===== config.mk =====
export PLATFORM = sky130hd
export DESIGN_NAME = bis_ctrl
export DESIGN_NICKNAME = d
export VERILOG_FILES = /design/src/hdl/bis_pkg.sv /design/src/hdl/bis_ctrl.sv
export SDC_FILE = /design/constraint.sdc
export NUM_CORES = 1
export LEC_CHECK = 0
export ABC_AREA = 1
export BUFFER_PORTS_ARGS = -buffer_cell sky130_fd_sc_hd__buf_2
export CAP_MARGIN = 25
export CORE_AREA = 2 2 39 41
export DETAILED_ROUTE_END_ITERATION = 6
export DIE_AREA = 0 0 41 43
export REMOVE_ABC_BUFFERS = 1
export SYNTH_ARGS = -nofsm -noshare
export SYNTH_HDL_FRONTEND = slang
export SYNTH_SLANG_ARGS = --single-unit

===== constraint.sdc =====
create_clock -name i_clk -period 2.31 [get_ports i_clk]
set_clock_uncertainty 0.2 [all_clocks]
set_input_delay 0.3465 -clock i_clk [delete_from_list [all_inputs] [get_ports i_clk]]
set_output_delay 0.3465 -clock i_clk [all_outputs]
set_load 0.005 [all_outputs]

===== src/hdl/bis_pkg.sv =====
`timescale 1ns / 1ps
// ============================================================================
// bis_pkg: shared types and constants of the bilinear image scaler
// Field widths, opcodes, register indexes, reset values and the
// controller-to-datapath command bundle.
// ============================================================================
package bis_pkg;

    // Request and result field widths
    localparam int OPC_W  = 1;
    localparam int COL_W  = 8;
    localparam int ROW_W  = 8;
    localparam int PIX_W  = 32;
    localparam int DCOL_W = 12;
    localparam int DROW_W = 12;
    localparam int CH_W   = 8;

    // Configuration register widths
    localparam int SW_W   = 9;
    localparam int SH_W   = 9;
    localparam int DW_W   = 13;
    localparam int STEP_W = 25;

    localparam int CFG_IDX_W  = 3;
    localparam int CFG_DATA_W = 25;

    // 21.16 positions, 8-bit blend fractions
    localparam int FIX_SHIFT = 16;
    localparam int FRAC_W    = 8;

    // Default frame store geometry
    localparam int SRC_MAX_W_DEF = 256;
    localparam int SRC_MAX_H_DEF = 256;

    // Opcodes
    localparam logic [OPC_W-1:0] OP_LOAD   = 1'b0;
    localparam logic [OPC_W-1:0] OP_SAMPLE = 1'b1;

    // Register indexes
    localparam logic [CFG_IDX_W-1:0] CFG_SRC_WIDTH  = 3'd0;
    localparam logic [CFG_IDX_W-1:0] CFG_SRC_HEIGHT = 3'd1;
    localparam logic [CFG_IDX_W-1:0] CFG_DST_WIDTH  = 3'd2;
    localparam logic [CFG_IDX_W-1:0] CFG_STEP_X     = 3'd3;
    localparam logic [CFG_IDX_W-1:0] CFG_STEP_Y     = 3'd4;

    // Register reset values
    localparam logic [SW_W-1:0]   SW_RST   = 9'd1;
    localparam logic [SH_W-1:0]   SH_RST   = 9'd1;
    localparam logic [DW_W-1:0]   DW_RST   = 13'd1;
    localparam logic [STEP_W-1:0] STEP_RST = 25'd65536;

    // Neighbour select for frame store reads
    typedef logic [1:0] t_rd_sel;
    localparam t_rd_sel RD_TL = 2'd0;
    localparam t_rd_sel RD_TR = 2'd1;
    localparam t_rd_sel RD_BL = 2'd2;
    localparam t_rd_sel RD_BR = 2'd3;

    // Controller commands to the datapath
    typedef struct packed {
        logic    load_we;
        logic    start;
        logic    cap_coord;
        t_rd_sel rd_sel;
        logic    cap_a;
        logic    cap_top;
        logic    cap_c;
        logic    cap_bot;
        logic    out_load;
    } t_dp_cmd;

endpackage


===== src/hdl/bis_ctrl.sv =====
`timescale 1ns / 1ps
// ============================================================================
// bis_ctrl: scaler sequencer
// Accepts requests, steps a sample through coordinate, read and blend
// phases, and owns the result valid flag.
// ============================================================================
module bis_ctrl (
    input  logic                      i_clk,
    input  logic                      i_rst_n,
    input  logic                      i_in_valid,
    input  logic [bis_pkg::OPC_W-1:0] i_in_opcode,
    output logic                      o_in_ready,
    output logic                      o_out_valid,
    input  logic                      i_out_ready,
    output bis_pkg::t_dp_cmd          o_cmd
);

    localparam logic [2:0] S_IDLE  = 3'd0;
    localparam logic [2:0] S_COORD = 3'd1;
    localparam logic [2:0] S_RD0   = 3'd2;
    localparam logic [2:0] S_RD1   = 3'd3;
    localparam logic [2:0] S_RD2   = 3'd4;
    localparam logic [2:0] S_RD3   = 3'd5;
    localparam logic [2:0] S_MIXB  = 3'd6;
    localparam logic [2:0] S_MIXV  = 3'd7;

    logic [2:0] r_state, n_state;
    logic       r_out_valid, n_out_valid;
    logic       accept;
    logic       slot_free;

    assign o_in_ready = (r_state == S_IDLE);
    assign accept     = i_in_valid && o_in_ready;
    assign slot_free  = !r_out_valid || i_out_ready;

    always_comb begin
        n_state        = r_state;
        o_cmd          = '0;
        o_cmd.rd_sel   = bis_pkg::RD_TL;
        o_cmd.load_we  = accept && (i_in_opcode == bis_pkg::OP_LOAD);
        o_cmd.start    = accept && (i_in_opcode == bis_pkg::OP_SAMPLE);
        case (r_state)
            S_IDLE: begin
                if (o_cmd.start) begin
                    n_state = S_COORD;
                end
            end
            S_COORD: begin
                o_cmd.cap_coord = 1'b1;
                n_state         = S_RD0;
            end
            S_RD0: begin
                o_cmd.rd_sel = bis_pkg::RD_TL;
                n_state      = S_RD1;
            end
            S_RD1: begin
                o_cmd.rd_sel = bis_pkg::RD_TR;
                o_cmd.cap_a  = 1'b1;
                n_state      = S_RD2;
            end
            S_RD2: begin
                o_cmd.rd_sel  = bis_pkg::RD_BL;
                o_cmd.cap_top = 1'b1;
                n_state       = S_RD3;
            end
            S_RD3: begin
                o_cmd.rd_sel = bis_pkg::RD_BR;
                o_cmd.cap_c  = 1'b1;
                n_state      = S_MIXB;
            end
            S_MIXB: begin
                o_cmd.cap_bot = 1'b1;
                n_state       = S_MIXV;
            end
            S_MIXV: begin
                // hold the blended pair until the result register frees up
                if (slot_free) begin
                    o_cmd.out_load = 1'b1;
                    n_state        = S_IDLE;
                end
            end
            default: begin
                n_state = S_IDLE;
            end
        endcase
    end

    always_comb begin
        if (o_cmd.out_load) begin
            n_out_valid = 1'b1;
        end else if (i_out_ready) begin
            n_out_valid = 1'b0;
        end else begin
            n_out_valid = r_out_valid;
        end
    end

    always_ff @(posedge i_clk) begin
        if (!i_rst_n) begin
            r_state     <= S_IDLE;
            r_out_valid <= 1'b0;
        end else begin
            r_state     <= n_state;
            r_out_valid <= n_out_valid;
        end
    end

    assign o_out_valid = r_out_valid;

`ifndef NO_ASSERTIONS
    a_load_free: assert property (@(posedge i_clk) disable iff (!i_rst_n)
        o_cmd.out_load |-> (!r_out_valid || i_out_ready))
        else $error("result loaded over a pending result");

    a_valid_src: assert property (@(posedge i_clk) disable iff (!i_rst_n)
        $rose(r_out_valid) |-> ($past(r_state) == S_MIXV))
        else $error("result valid raised outside the final blend");

    a_start_seq: assert property (@(posedge i_clk) disable iff (!i_rst_n)
        o_cmd.start |=> (r_state == S_COORD))
        else $error("sample request did not enter coordinate phase");

    a_read_seq: assert property (@(posedge i_clk) disable iff (!i_rst_n)
        (r_state == S_RD0) |-> ($past(r_state) == S_COORD))
        else $error("frame store reads began without coordinates");
`endif

endmodule


==> flow_summary.toml <==
[outcome]
status = "complete, no violations"

[critical_path]
crit_type = "reg2out"
cp_max_fo = 9
endpoint_kind = "output pin"
crit_buf_inv = 2
cp_slowest_cell = "dfxtp_1"
crit_path_cell_trace = "inv_1, nor3_1, buf_2"
r2r-start = "r_state[1]$_SDFFE_PN0P_"
worstPathArrival_ns = 1.17
crit_start = "r_state[2]$_SDFFE_PN0P_"
cp-start-kind = "flip-flop"
slowest_delay_ns = 0.50
required_ns = 1.76
cp_top_family = "flip-flops"

[hold_path]
worstHoldPathType = "in2reg"
worstHoldStart = "i_rst_n"

[layout]
fin_cells = 74
drive_gt1_share_pct = 48.3
final_nets = 65
final_area_um2 = 380
fillers = 157
num_antenna_cells = 0
post-route-util_pct = 27.5
area_growth_pct = 36.3

[yosys]
ys_ff_latch = 4
synthesis.area_um2 = 279
synthMostInstantiatedCell = "nor2_1"
synthArstFlopShare_pct = 0
synth_edf_count = 0
synth_top_area_share_pct = 28.7
yosys_warnings = 0
synth_common_cells = "9 x nor2_1, 7 x inv_1, 4 x dfxtp_1, 4 x nand2_2, 3 x nand2_1"
synthCells = 41
synth.area.top_cells = "dfxtp_1 29%, nor2_1 12%, inv_1 9.4%"
ys.flop_type = "dfxtp_1"
synth.avg_cell_area_um2 = 6.81
yosysTopAreaCell = "dfxtp_1"
synth_cell_types = 16
yosysSeqAreaShare_pct = 28.7

[power_and_ir_drop]
clkPwrFrac_pct = 35.5
internal_power_mw = 0.163
p_seq_share_pct = 36.0
swShare_pct = 31.2
power_density_nw_per_um2 = 623
p_total_mw = 0.237
pwr-share-comb_pct = 28.5
p_leak_nw = 0.213
ir_drop_uv = 256
p_switching_mw = 0.0739

[floorplan]
rows = 14
core-area_um2 = 1380
num_io_pins = 17
fp.dieW_um = 41
initial_utilization_pct = 20.2
die_area_um2 = 1760
die_h_um = 43

[sta]
hold_ws_ns = 0.160
hold_viol = 0
finalSetupTns_ns = 0
rsz0062_at_grt = "false"
maxSlewHeadroom_pct = 78.1
setup_violations = 0
worst-slew-pin-transition_ns = 0.328
setup_slack_ns = 0.596
max_freq_mhz = 583
period_share_pct = 74.2
slew_violations = 0
min_period_ns = 1.71

[cts]
post_cts_buffers = 0
clkSinkCount = 4
clk_latency_ns = 0.23
root_buffer = "clkbuf_4"
tritoncts = "yes"
cts_resized = 0
h-tree-depth = 1
holdBufCountCts = 0
cts.clk_slew.worst_paths_ns = 0.04
cts_max_path_buffers = 2
cts_made_buffers = 3

[place]
io_buffers = 16
dpl-instance-area_um2 = 358
placed_cells = 71
pre_cts_slack_ns = 0.841
place_congestion = 0.741
dp_hpwl_um = 491

[drt]
dr_total_vias = 299
drc = 0
ant_nets = 0
dr.pass1.iters = 2
wl_per_cell_um = 7.72
routed_wirelength_um = 571
routed_via_density = 4.04
drt_iter0_drc = 4

[global_routing]
grtUsageTotal_pct = 7.82
grt_max_degree = 10
first_global_vias = 226
antenna_found_initial = 0
grt_pass1_wl_um = 862
grt.overflow.total = 0

[flow_run]
cap_viol_max_count = 0
[cell usage in the layout (no fill, tap or decap), types with 2 or more instances in the layout]
| cell type | Yosys | routed |
|---|---|---|
| dfxtp_1 | 4 | 4 |
| clkbuf_4 | 0 | 3 |
| inv_1 | 7 | 7 |
| nor2_4 | 2 | 2 |
| nor3_1 | 2 | 2 |
| a21oi_1 | 2 | 2 |
| nand2_1 | 3 | 3 |
| buf_2 | 0 | 16 |
| nor2_1 | 9 | 9 |
| nand2_2 | 4 | 4 |
[power groups by stage]
stage                     clock [mW]  combinational (mW)  sequential (mW)
after floorplan                    0              0.0443           0.0841
after global placement             0              0.0684           0.0855
after detailed placement           0              0.0689           0.0857
after CTS                     0.0902              0.0691           0.0847
after global routing          0.0958              0.0766           0.0860
final                         0.0841              0.0674           0.0853
[layer usage]
layer | track usage [%] | wire [um] | up-vias
met5 | 0 | 0 | -
met4 | 6.00 | 0 | 0
met3 | 6.28 | 64 | 0
met2 | 9.38 | 259 | 11
met1 | 8.65 | 247 | 129
li1 | - | - | 159
[kinds of logic (layout without fill, tap and decap cells)]
family	after synthesis	count (layout)	synth area share [%]
flip-flops	4	4	28.7
AND/OR/NAND/NOR	22	22	40.8
AO/OA/AOI/OAI	5	5	11.7
buffers and inverters	10	27	18.8
[final timing paths]
kind | end | cells after the start | slack, ns
min | o_out_valid$_SDFFE_PN0P_ | 2 | 0.16
max | o_cmd[1] | 3 | 0.60
min reg2reg | r_state[0]$_SDFFE_PN0P_ | 3 | 0.39
max reg2reg | r_state[0]$_SDFFE_PN0P_ | 6 | 1.19
[registers in the layout (all words and copies together) (netlist names)]
name and cells:
r_state 3, o_out_valid 1
[cell type report]
cell class | count | area, um2 | area share (%)
multi-input combinational | 27 | 146 | 38.5
sequential | 4 | 80.1 | 21.1
timing repair buffer | 16 | 80.1 | 21.1
inverter | 8 | 31.3 | 8.22
clock buffer | 3 | 22.5 | 5.92
tap | 16 | 20.0 | 5.26
Power figures use the tool's default switching activity.
